$ cat src/rtl/ssd_pkg.sv
// Shared types, constants and round functions of the streaming SHA-256 digest unit.
package ssd_pkg;

   localparam int unsigned WordWidth   = 32;
   localparam int unsigned NumRounds   = 64;
   localparam int unsigned BlockWords  = 16;
   localparam int unsigned ChainWords  = 8;

   typedef logic [WordWidth-1:0] word_type;

   localparam logic [7:0] PadByte = 8'h80;
   localparam logic [5:0] LastRound = 6'(NumRounds - 1);
   localparam logic [5:0] LastByteOfBlock = 6'd63;
   localparam logic [2:0] LastWordIdx = 3'(ChainWords - 1);

   localparam word_type RoundK [NumRounds] = '{
      32'h428a2f98, 32'h71374491, 32'hb5c0fbcf, 32'he9b5dba5,
      32'h3956c25b, 32'h59f111f1, 32'h923f82a4, 32'hab1c5ed5,
      32'hd807aa98, 32'h12835b01, 32'h243185be, 32'h550c7dc3,
      32'h72be5d74, 32'h80deb1fe, 32'h9bdc06a7, 32'hc19bf174,
      32'he49b69c1, 32'hefbe4786, 32'h0fc19dc6, 32'h240ca1cc,
      32'h2de92c6f, 32'h4a7484aa, 32'h5cb0a9dc, 32'h76f988da,
      32'h983e5152, 32'ha831c66d, 32'hb00327c8, 32'hbf597fc7,
      32'hc6e00bf3, 32'hd5a79147, 32'h06ca6351, 32'h14292967,
      32'h27b70a85, 32'h2e1b2138, 32'h4d2c6dfc, 32'h53380d13,
      32'h650a7354, 32'h766a0abb, 32'h81c2c92e, 32'h92722c85,
      32'ha2bfe8a1, 32'ha81a664b, 32'hc24b8b70, 32'hc76c51a3,
      32'hd192e819, 32'hd6990624, 32'hf40e3585, 32'h106aa070,
      32'h19a4c116, 32'h1e376c08, 32'h2748774c, 32'h34b0bcb5,
      32'h391c0cb3, 32'h4ed8aa4a, 32'h5b9cca4f, 32'h682e6ff3,
      32'h748f82ee, 32'h78a5636f, 32'h84c87814, 32'h8cc70208,
      32'h90befffa, 32'ha4506ceb, 32'hbef9a3f7, 32'hc67178f2
   };

   localparam word_type InitialH [ChainWords] = '{
      32'h6a09e667, 32'hbb67ae85, 32'h3c6ef372, 32'ha54ff53a,
      32'h510e527f, 32'h9b05688c, 32'h1f83d9ab, 32'h5be0cd19
   };

   typedef struct packed {
      logic [7:0] data_byte;
      logic       byte_present;
      logic       last_byte;
   } req_type;

   typedef struct packed {
      logic [31:0] digest_word;
      logic [2:0]  word_index;
      logic        last_word;
   } rsp_type;

   // Commands from the controller to the datapath.
   typedef struct packed {
      logic       put_byte;
      logic       put_pad;
      logic       len_block;
      logic       load_work;
      logic       round_step;
      logic       fold;
      logic       rearm;
      logic [5:0] round_idx;
      logic [2:0] word_sel;
   } dp_cmd_type;

   // Status from the datapath to the controller.
   typedef struct packed {
      logic block_done;
      logic pad_spills;
   } dp_status_type;

   function automatic word_type rotr(word_type x, int unsigned n);
      return (x >> n) | (x << (WordWidth - n));
   endfunction

   function automatic word_type big_sigma0(word_type x);
      return rotr(x, 2) ^ rotr(x, 13) ^ rotr(x, 22);
   endfunction

   function automatic word_type big_sigma1(word_type x);
      return rotr(x, 6) ^ rotr(x, 11) ^ rotr(x, 25);
   endfunction

   function automatic word_type small_sigma0(word_type x);
      return rotr(x, 7) ^ rotr(x, 18) ^ (x >> 3);
   endfunction

   function automatic word_type small_sigma1(word_type x);
      return rotr(x, 17) ^ rotr(x, 19) ^ (x >> 10);
   endfunction

endpackage

$ cat src/rtl/ssd_datapath.sv
// Datapath of the SHA-256 digest unit: block buffer, schedule window, round logic, chain value.
module ssd_datapath (
   input  logic                  clock,
   input  logic                  reset,
   input  logic [7:0]            data_byte,
   input  ssd_pkg::dp_cmd_type   dp_cmd,
   output ssd_pkg::dp_status_type dp_status,
   output ssd_pkg::rsp_type      rsp_payload
);

   ssd_pkg::word_type blk_ff   [ssd_pkg::BlockWords];
   ssd_pkg::word_type blk_in   [ssd_pkg::BlockWords];
   ssd_pkg::word_type chain_ff [ssd_pkg::ChainWords];
   ssd_pkg::word_type chain_in [ssd_pkg::ChainWords];
   ssd_pkg::word_type work_ff  [ssd_pkg::ChainWords];
   ssd_pkg::word_type work_in  [ssd_pkg::ChainWords];
   logic [5:0]  fill_ff;
   logic [5:0]  fill_in;
   logic [63:0] bits_ff;
   logic [63:0] bits_in;

   logic [1:0]        lane;
   logic [3:0]        widx;
   logic [4:0]        shamt;
   ssd_pkg::word_type byte_word;
   ssd_pkg::word_type placed;
   ssd_pkg::word_type t1;
   ssd_pkg::word_type t2;
   ssd_pkg::word_type ch;
   ssd_pkg::word_type maj;
   ssd_pkg::word_type sched_word;

   assign lane  = fill_ff[1:0];
   assign widx  = fill_ff[5:2];
   assign shamt = {~lane, 3'b000};
   assign byte_word = {24'd0, dp_cmd.put_pad ? ssd_pkg::PadByte : data_byte};
   assign placed = (lane == 2'd0) ? (byte_word << shamt)
                                  : (blk_ff[widx] | (byte_word << shamt));

   assign dp_status.block_done = (fill_ff == ssd_pkg::LastByteOfBlock);
   // The pad byte lands past byte 55, so the length needs a block of its own.
   assign dp_status.pad_spills = (fill_ff[5:3] == 3'b111);

   assign ch  = (work_ff[4] & work_ff[5]) ^ (~work_ff[4] & work_ff[6]);
   assign maj = (work_ff[0] & work_ff[1]) ^ (work_ff[0] & work_ff[2])
              ^ (work_ff[1] & work_ff[2]);
   assign t1  = work_ff[7] + ssd_pkg::big_sigma1(work_ff[4]) + ch
              + ssd_pkg::RoundK[dp_cmd.round_idx] + blk_ff[0];
   assign t2  = ssd_pkg::big_sigma0(work_ff[0]) + maj;
   assign sched_word = blk_ff[0] + ssd_pkg::small_sigma0(blk_ff[1]) + blk_ff[9]
                     + ssd_pkg::small_sigma1(blk_ff[14]);

   always_comb begin
      blk_in   = blk_ff;
      chain_in = chain_ff;
      work_in  = work_ff;
      fill_in  = fill_ff;
      bits_in  = bits_ff;

      if (dp_cmd.put_byte || dp_cmd.put_pad) begin
         blk_in[widx] = placed;
         fill_in = fill_ff + 6'd1;
      end
      if (dp_cmd.put_byte) begin
         bits_in = bits_ff + 64'd8;
      end
      if (dp_cmd.put_pad) begin
         for (int i = 0; i < ssd_pkg::BlockWords; i++) begin
            if (4'(i) > widx) begin
               blk_in[i] = '0;
            end
         end
         if (!dp_status.pad_spills) begin
            blk_in[14] = bits_ff[63:32];
            blk_in[15] = bits_ff[31:0];
         end
      end
      if (dp_cmd.len_block) begin
         for (int i = 0; i < ssd_pkg::BlockWords - 2; i++) begin
            blk_in[i] = '0;
         end
         blk_in[14] = bits_ff[63:32];
         blk_in[15] = bits_ff[31:0];
      end
      if (dp_cmd.load_work) begin
         work_in = chain_ff;
      end
      if (dp_cmd.round_step) begin
         // The buffer doubles as the sixteen-word schedule window.
         for (int i = 0; i < ssd_pkg::BlockWords - 1; i++) begin
            blk_in[i] = blk_ff[i + 1];
         end
         blk_in[ssd_pkg::BlockWords - 1] = sched_word;
         for (int i = 1; i < ssd_pkg::ChainWords; i++) begin
            work_in[i] = work_ff[i - 1];
         end
         work_in[0] = t1 + t2;
         work_in[4] = work_ff[3] + t1;
      end
      if (dp_cmd.fold) begin
         for (int i = 0; i < ssd_pkg::ChainWords; i++) begin
            chain_in[i] = chain_ff[i] + work_ff[i];
         end
      end
      if (dp_cmd.rearm) begin
         chain_in = ssd_pkg::InitialH;
         fill_in  = '0;
         bits_in  = '0;
      end
   end

   always_ff @(posedge clock) begin
      if (reset) begin
         chain_ff <= ssd_pkg::InitialH;
         fill_ff  <= '0;
         bits_ff  <= '0;
      end else begin
         chain_ff <= chain_in;
         fill_ff  <= fill_in;
         bits_ff  <= bits_in;
      end
   end

   always_ff @(posedge clock) begin
      blk_ff  <= blk_in;
      work_ff <= work_in;
   end

   assign rsp_payload.digest_word = chain_ff[dp_cmd.word_sel];
   assign rsp_payload.word_index  = dp_cmd.word_sel;
   assign rsp_payload.last_word   = (dp_cmd.word_sel == ssd_pkg::LastWordIdx);

endmodule

$ cat src/rtl/ssd_ctrl.sv
// Controller state machine of the SHA-256 digest unit.
module ssd_ctrl (
   input  logic                   clock,
   input  logic                   reset,
   input  logic                   req_valid,
   output logic                   req_stall,
   input  logic                   byte_present,
   input  logic                   last_byte,
   output logic                   rsp_valid,
   input  logic                   rsp_stall,
   input  ssd_pkg::dp_status_type dp_status,
   output ssd_pkg::dp_cmd_type    dp_cmd
);

   localparam logic [2:0] S_COLLECT = 3'd0;
   localparam logic [2:0] S_PAD     = 3'd1;
   localparam logic [2:0] S_LENBLK  = 3'd2;
   localparam logic [2:0] S_LOAD    = 3'd3;
   localparam logic [2:0] S_ROUND   = 3'd4;
   localparam logic [2:0] S_FOLD    = 3'd5;
   localparam logic [2:0] S_EMIT    = 3'd6;

   // Where to go once a compression has been folded into the chain value.
   localparam logic [1:0] AFTER_COLLECT = 2'd0;
   localparam logic [1:0] AFTER_PAD     = 2'd1;
   localparam logic [1:0] AFTER_LENBLK  = 2'd2;
   localparam logic [1:0] AFTER_EMIT    = 2'd3;

   logic [2:0] state_ff;
   logic [2:0] state_in;
   logic [1:0] after_ff;
   logic [1:0] after_in;
   logic [5:0] round_ff;
   logic [5:0] round_in;
   logic [2:0] word_ff;
   logic [2:0] word_in;
   logic       accept;

   assign req_stall = (state_ff != S_COLLECT);
   assign accept    = req_valid && !req_stall;
   assign rsp_valid = (state_ff == S_EMIT);

   always_comb begin
      state_in = state_ff;
      after_in = after_ff;
      round_in = round_ff;
      word_in  = word_ff;
      dp_cmd   = '0;
      dp_cmd.round_idx = round_ff;
      dp_cmd.word_sel  = word_ff;

      case (state_ff)
         S_COLLECT: begin
            dp_cmd.put_byte = accept && byte_present;
            if (accept) begin
               if (byte_present && dp_status.block_done) begin
                  after_in = last_byte ? AFTER_PAD : AFTER_COLLECT;
                  state_in = S_LOAD;
               end else if (last_byte) begin
                  state_in = S_PAD;
               end
            end
         end
         S_PAD: begin
            dp_cmd.put_pad = 1'b1;
            after_in = dp_status.pad_spills ? AFTER_LENBLK : AFTER_EMIT;
            state_in = S_LOAD;
         end
         S_LENBLK: begin
            dp_cmd.len_block = 1'b1;
            after_in = AFTER_EMIT;
            state_in = S_LOAD;
         end
         S_LOAD: begin
            dp_cmd.load_work = 1'b1;
            round_in = '0;
            state_in = S_ROUND;
         end
         S_ROUND: begin
            dp_cmd.round_step = 1'b1;
            round_in = round_ff + 6'd1;
            if (round_ff == ssd_pkg::LastRound) begin
               state_in = S_FOLD;
            end
         end
         S_FOLD: begin
            dp_cmd.fold = 1'b1;
            case (after_ff)
               AFTER_COLLECT: state_in = S_COLLECT;
               AFTER_PAD:     state_in = S_PAD;
               AFTER_LENBLK:  state_in = S_LENBLK;
               AFTER_EMIT: begin
                  word_in  = '0;
                  state_in = S_EMIT;
               end
               default:       state_in = S_COLLECT;
            endcase
         end
         S_EMIT: begin
            if (!rsp_stall) begin
               word_in = word_ff + 3'd1;
               if (word_ff == ssd_pkg::LastWordIdx) begin
                  dp_cmd.rearm = 1'b1;
                  state_in = S_COLLECT;
               end
            end
         end
         default: begin
            state_in = S_COLLECT;
         end
      endcase
   end

   always_ff @(posedge clock) begin
      if (reset) begin
         state_ff <= S_COLLECT;
         after_ff <= AFTER_COLLECT;
         round_ff <= '0;
         word_ff  <= '0;
      end else begin
         state_ff <= state_in;
         after_ff <= after_in;
         round_ff <= round_in;
         word_ff  <= word_in;
      end
   end

endmodule

$ cat src/rtl/sha256_stream_digest_unit.sv
// Top level of the streaming SHA-256 digest unit: controller joined to datapath.
//
// Usage: message bytes enter on the req_ channel, one item per byte, in message
// order. An item whose byte_present bit is clear carries no byte; with last_byte
// set it closes the message, which is how an empty message is hashed. The item
// with last_byte set ends the message and starts padding.
// The rsp_ channel then returns the eight digest words, word_index 0 (most
// significant) first, with last_word set on the eighth.
// A byte that does not complete a 64-byte block is taken without a stall.
// After the byte that completes a block the req_ channel stalls while the
// working variables are loaded, the single round unit runs its 64 rounds, and
// the result is added into the chain value.
// The final item adds a padding step and one compression, or a length-only
// block and a second compression when the last block holds more than 55 bytes;
// the first digest word is valid on the cycle after that.
// The input stays stalled while the eight words are delivered; a stall on
// rsp_stall simply holds the current word, and the block resumes when it is taken.
// After the eighth word the initial hash values are restored for the next message.
// Reset clears the controller, the byte count and the bit length and restores the
// initial hash values; no clearing pass is needed.
module sha256_stream_digest_unit (
   input  logic             clock,
   input  logic             reset,
   input  logic             req_valid,
   output logic             req_stall,
   input  ssd_pkg::req_type req_payload,
   output logic             rsp_valid,
   input  logic             rsp_stall,
   output ssd_pkg::rsp_type rsp_payload
);

   ssd_pkg::dp_cmd_type    dp_cmd;
   ssd_pkg::dp_status_type dp_status;

   ssd_ctrl u_ctrl (
      .clock        (clock),
      .reset        (reset),
      .req_valid    (req_valid),
      .req_stall    (req_stall),
      .byte_present (req_payload.byte_present),
      .last_byte    (req_payload.last_byte),
      .rsp_valid    (rsp_valid),
      .rsp_stall    (rsp_stall),
      .dp_status    (dp_status),
      .dp_cmd       (dp_cmd)
   );

   ssd_datapath u_datapath (
      .clock       (clock),
      .reset       (reset),
      .data_byte   (req_payload.data_byte),
      .dp_cmd      (dp_cmd),
      .dp_status   (dp_status),
      .rsp_payload (rsp_payload)
   );

endmodule
$ cat config.mk
export PLATFORM = sky130hd
export DESIGN_NAME = sha256_stream_digest_unit
export DESIGN_NICKNAME = d
export VERILOG_FILES = /design/src/rtl/ssd_pkg.sv /design/src/rtl/ssd_datapath.sv /design/src/rtl/ssd_ctrl.sv /design/src/rtl/sha256_stream_digest_unit.sv
export SDC_FILE = /design/constraint.sdc
export NUM_CORES = 2
export LEC_CHECK = 0
export BUFFER_PORTS_ARGS = -buffer_cell sky130_fd_sc_hd__buf_2
export CAP_MARGIN = 20
export CORE_MARGIN = 5
export CORE_UTILIZATION = 55
export CTS_CLUSTER_DIAMETER = 50
export CTS_CLUSTER_SIZE = 24
export DETAILED_ROUTE_END_ITERATION = 10
export PLACE_DENSITY = 0.69
export SLEW_MARGIN = 15
export SYNTH_ARGS = -nofsm -noshare
export SYNTH_HDL_FRONTEND = slang
export SYNTH_SLANG_ARGS = --single-unit
$ cat constraint.sdc
create_clock -name clock -period 15.55 [get_ports clock]
set_input_delay 2.3325 -clock clock [delete_from_list [all_inputs] [get_ports clock]]
set_output_delay 2.3325 -clock clock [all_outputs]
set_load 0.02 [all_outputs]
======== Word level (Yosys, flattened, before mapping) ========
Memories as Yosys holds them, arrays and structs flattened.
Index checks and enable logic that the tools add are counted.
storage, ports and cells
  register bits ........................... 1108
  bits in read-only memories .............. 2048
  bits of input ports ..................... 14
  output and inout bits ................... 38
  logic and storage cells ................. 215
  memories ................................ 1
cells by class
  add/subtract/negate cells ............... 22
  $lt $le $gt $ge ......................... 20
  eq/ne operators ......................... 20
  shift-type cells ........................ 1
  mux-type cells .......................... 62
  bitwise gates (word level) .............. 32
  reduce and logical (&&, ||, !) cells .... 19
memories
  memory           depth  width  read ports  clocked after Yosys merged registers in  wr ports  RTL line            source
  (no name shown)  64     32     1           0                                        0         ssd_datapath.sv:48  + ssd_pkg::RoundK[dp_cmd.round_idx] + blk_ff[0];
operator list
  kind                     count
  $mux W512                4
  $mux W32                 24
  $add A32 B32 Y32         18
  $bwmux W512              1
  $mux W256                2
  $xor A32 B32 Y32         9
  $and A32 B32 Y32         5
  $bmux W32 S4             1
  $demux W32 S4            1
  $bmux W32 S3             1
  $add A64 B4 Y64 const B  1
  $mux W64                 1
  $gt A4 B4 Y1 const A     8
  $not A32 Y32             1
  $or A10 B32 Y32          1
  $or A13 B32 Y32          1
  $or A14 B32 Y32          1
  $or A15 B32 Y32          1
  $or A19 B32 Y32          1
  $or A21 B32 Y32          1
  $or A25 B32 Y32          1
  $or A26 B32 Y32          1
  $or A30 B32 Y32          1
  $or A32 B32 Y32          1
  45 further kinds         89

======== Logic depth before layout (Yosys ltp) ========
  word-level depth ........................ 13
  depth in mapped cells ................... 39
  depth with buffers taken out ............ 38

======== Hierarchy ========
From an unflattened synthesis, not the netlist that was laid out.
second synthesis, totals
  cells, all modules ...................... 9014
  area, all modules ....................... 78555.3 µm²
by module, submodules not included
  module        times used  cells an instance  area each (µm²)
  ssd_datapath  1           8908               77704.5
  ssd_ctrl      1           106                850.8

======== Worst setup path before layout ========
No wires, ideal clock.
  path kind ............................... register to register
  start point ............................. register u_ctrl.round_ff[2]
  end point ............................... register u_datapath.work_ff[255] (netlist name), data pin
  library setup time ...................... 0.269 ns
  arrival time ............................ 8.090 ns
  data required time ...................... 15.281 ns
  slack ................................... 7.191 ns
  stages on the path, launching flop included .. 38
  path buffers ............................ 3
  period minus slack after synthesis ...... 8.359 ns
  cells stage by stage .................... dfxtp_1 > clkbuf_1 > clkinv_1 > clkbuf_1 > buf_1 > ha_1 > inv_1 > mux2i_1 > mux4_2 > fa_1 > fa_1 > fa_1 > inv_1 > ha_1 > a21o_1 > a21oi_1 > o21ai_0 > a41o_1 > (+2 left out) > a21oi_1 > o21bai_1 > a21o_1 > a21oi_1 > xnor2_1 > fa_1 > ha_1 > nand4_1 > nor2_1 > and4_1 > o2bb2ai_1 > a41oi_1 > a21oi_1 > nand4_1 > a32oi_1 > xor2_1 > xnor2_1 > o21ai_0
RTL lines
  what                      RTL line             source
  start: declaration        ssd_ctrl.sv:33       logic [5:0] round_ff;
  start signal: assignment  ssd_ctrl.sv:123      round_ff <= round_in;
  end signal: assignment    ssd_datapath.sv:126  work_ff <= work_in;
  end: declaration          ssd_datapath.sv:15   ssd_pkg::word_type work_ff [ssd_pkg::ChainWords];

==> results.py <==
metrics = {
    "outcome": {
        "status": "finished, final reports clean",
    },
    "sta": {
        "clock.fmax_ghz": 0.0924,
        "fin_skew_ns": 0.0436,
        "final_max_slew_viol_count": 0,
        "finalHoldViolations": 0,
        "setup_viol": 0,
        "fin_setup_tns_ns": 0,
        "period_needed_ns": 10.83,
        "rsz0062_at_grt": "false",
        "worst_slew_pin_slew_ns": 1.40,
        "fin_crit_sh_pct": 69.6,
        "fin_worst_hold_slack_ns": 0.458,
        "relSlewSlack_pct": 6.73,
    },
    "die": {
        "die-area_sq_um": 147000,
        "core-area_sq_um": 139000,
        "ioPinCount": 52,
        "initial_utilization_pct": 55.2,
        "num_rows": 137,
        "die_w_um": 384,
        "die-height_um": 384,
    },
    "hold_path": {
        "whs_path_depth": 2,
        "hp-class": "flop to flop",
    },
    "grt": {
        "grt_max_degree": 228,
        "met2_usage_pct": 58.8,
        "use_met3_pct": 6.44,
        "grt_usage_pct": 36.7,
        "overflow": 0,
        "grt_first_pass_wirelength_um": 414000,
        "antenna_found_initial": 7,
        "grtUsageMet1_pct": 46.7,
        "busiest_layer": "met2",
        "grt_pass1_vias": 65600,
    },
    "worst_setup_path": {
        "cp_max_fo": 19,
        "crit_path_max_incr_delay_ns": 0.88,
        "cp-start-kind": "flop",
        "reg2regPathDepth": 35,
        "setup.worst_path.class": "flop to flop",
        "endpoint_kind": "flop",
        "required_ns": 16.04,
        "worst_path_max_delay_cell": "dfxtp_1",
        "crit_arrival_ns": 11.32,
        "crit_path_frequent_cell": "o21ai_0",
    },
    "detailed_routing": {
        "drt_iter0_drc": 8253,
        "vias": 70000,
        "antenna_left": 0,
        "viasPerCell": 6.42,
        "routed_wl_um": 279000,
        "wl_per_cell_um": 25.6,
        "drc_errors": 0,
        "first_pass_iters": 6,
    },
    "layout": {
        "fillCellCount": 12400,
        "layout_common_cells": "nand2_1, o21ai_0, a21oi_1",
        "seq_area_sq_um": 24700,
        "layout-drive-gt1-share_pct": 8.62,
        "layout_commonest_cell": "nand2_1",
        "multi_input_area_sq_um": 48800,
        "area_growth_pct": 8.05,
        "nNetsFinal": 9501,
    },
    "clock_tree": {
        "clk_latency_ns": 0.81,
        "cts_buffers": 138,
        "cts_resized": 0,
        "clkTransAtPathRegs_ns": 0.07,
        "hold_buffers": 0,
        "clk_path_buf_depth": 3,
        "cts_tree": "built",
        "clock_sinks": 1105,
        "root_buffer": "clkbuf_16",
        "post-cts-setup-buffers": 0,
        "cts.htree.levels": 4,
    },
    "synthesis": {
        "seq_area_frac_synth_pct": 32.1,
        "yosys_most_used_dff": "dfxtp_1",
        "synthArstFlopShare_pct": 0,
        "synth_edf_count": 256,
        "synth.distinct_cells": 93,
        "syn_area_sq_um": 76900,
        "synth_seq_cells": 1105,
        "ys_warn_count": 0,
        "synthCells": 9245,
        "synth_area_per_cell_sq_um": 8.31,
        "syn-num-nets": 9851,
    },
    "placement": {
        "gp_congestion": 1.02,
        "port_buffers": 51,
        "dp.final_hpwl_um": 203000,
    },
    "job": {
        "cap_violations": 0,
    },
}
[cell type report]
| type | instances | share of cell area, % |
|---|---|---|
| multi-input combinational | 7212 | 58.7 |
| sequential | 1105 | 29.8 |
| clock buffer | 170 | 4.53 |
| tap | 1876 | 2.83 |
| timing repair buffer | 168 | 1.48 |
| clock inverter | 87 | 1.43 |
| inverter | 270 | 1.23 |
| antenna | 4 | 0.0121 |
[state kept, by name (all words and copies together) (netlist names)]
| signal | cells |
|---|---|
| u_datapath.work_ff | 256 |
| u_ctrl.state_ff | 3 |
| u_ctrl.round_ff | 6 |
| u_datapath.fill_ff | 6 |
| u_ctrl.after_ff | 2 |
| u_datapath.bits_ff | 61 |
| u_datapath.blk_ff | 512 |
| u_ctrl.word_ff | 3 |
| u_datapath.chain_ff | 256 |
[path summary, 6_finish.rpt]
check	startpoint	to	slack, ns
setup / recovery	u_ctrl.round_ff[1]	u_datapath.work_ff[127]	4.72
hold / removal	u_datapath.blk_ff[131]	u_datapath.blk_ff[163]	0.46
setup reg to reg	u_ctrl.round_ff[1]	u_datapath.work_ff[127]	4.72
hold reg to reg	u_datapath.blk_ff[131]	u_datapath.blk_ff[163]	0.46
[through the flow]
stage,setup slack [ns],cells,utilization [%],cell area (sq um)
floorplan,7.19,9245,-,76900
global placement,5.08,10600,56.1,78100
detailed placement,4.91,10600,56.1,78100
CTS,4.87,10900,59.7,83000
global route,4.05,10900,59.7,83000
finish,4.72,10900,59.7,83100
[synthesized netlist by cell type, drive strengths merged, types with 146 or more instances]
master,instances,share of area (%)
a21o,146,1.4
a21oi,945,6.2
clkbuf,561,2.7
dfxtp,849,22
edfxtp,256,10
fa,195,5.1
ha,397,6.5
inv,269,1.3
mux4,229,6.7
nand2,1727,8.4
nor2,730,3.6
o21ai,959,6.2
xnor2,427,4.9
xor2,195,2.2
[kinds of logic (layout without fill, tap and decap cells)]
kind of cell	Yosys count	in the layout	synth area share, %
AND/OR/NAND/NOR	3017	3017	16.5
other	0	4	0
flip-flops	1105	1105	32.1
adder cells (fa/ha/maj)	618	618	11.9
XOR/XNOR	622	622	7.09
AO/OA/AOI/OAI	2650	2650	20.0
buffers and inverters	928	695	4.66
multiplexers	305	305	7.80
[critical path, delay by kind of cell (launching register included)]
| kind | cells | cell delay (ns) |
|---|---|---|
| xor gates and xnor gates | 2 | 0.37 |
| DFF | 1 | 0.88 |
| and+or+nand+nor | 4 | 1.11 |
| adders and majority gates | 6 | 2.91 |
| AOI/OAI and AO/OA | 20 | 4.15 |
| buffers and inverters | 2 | 0.50 |
| muxes | 1 | 0.58 |
[routing by layer]
metal / wire length, um / vias to the layer above / share of wire, %
met5: 27 / - / 0.0097
met4: 20100 / 4 / 7.2
met3: 24400 / 870 / 8.7
met2: 126000 / 3620 / 45
met1: 108000 / 33800 / 39
li1: - / 31700 / -
Power is not shown: default switching activity piles up to over one toggle a cycle in this logic, so the estimate is an artifact.
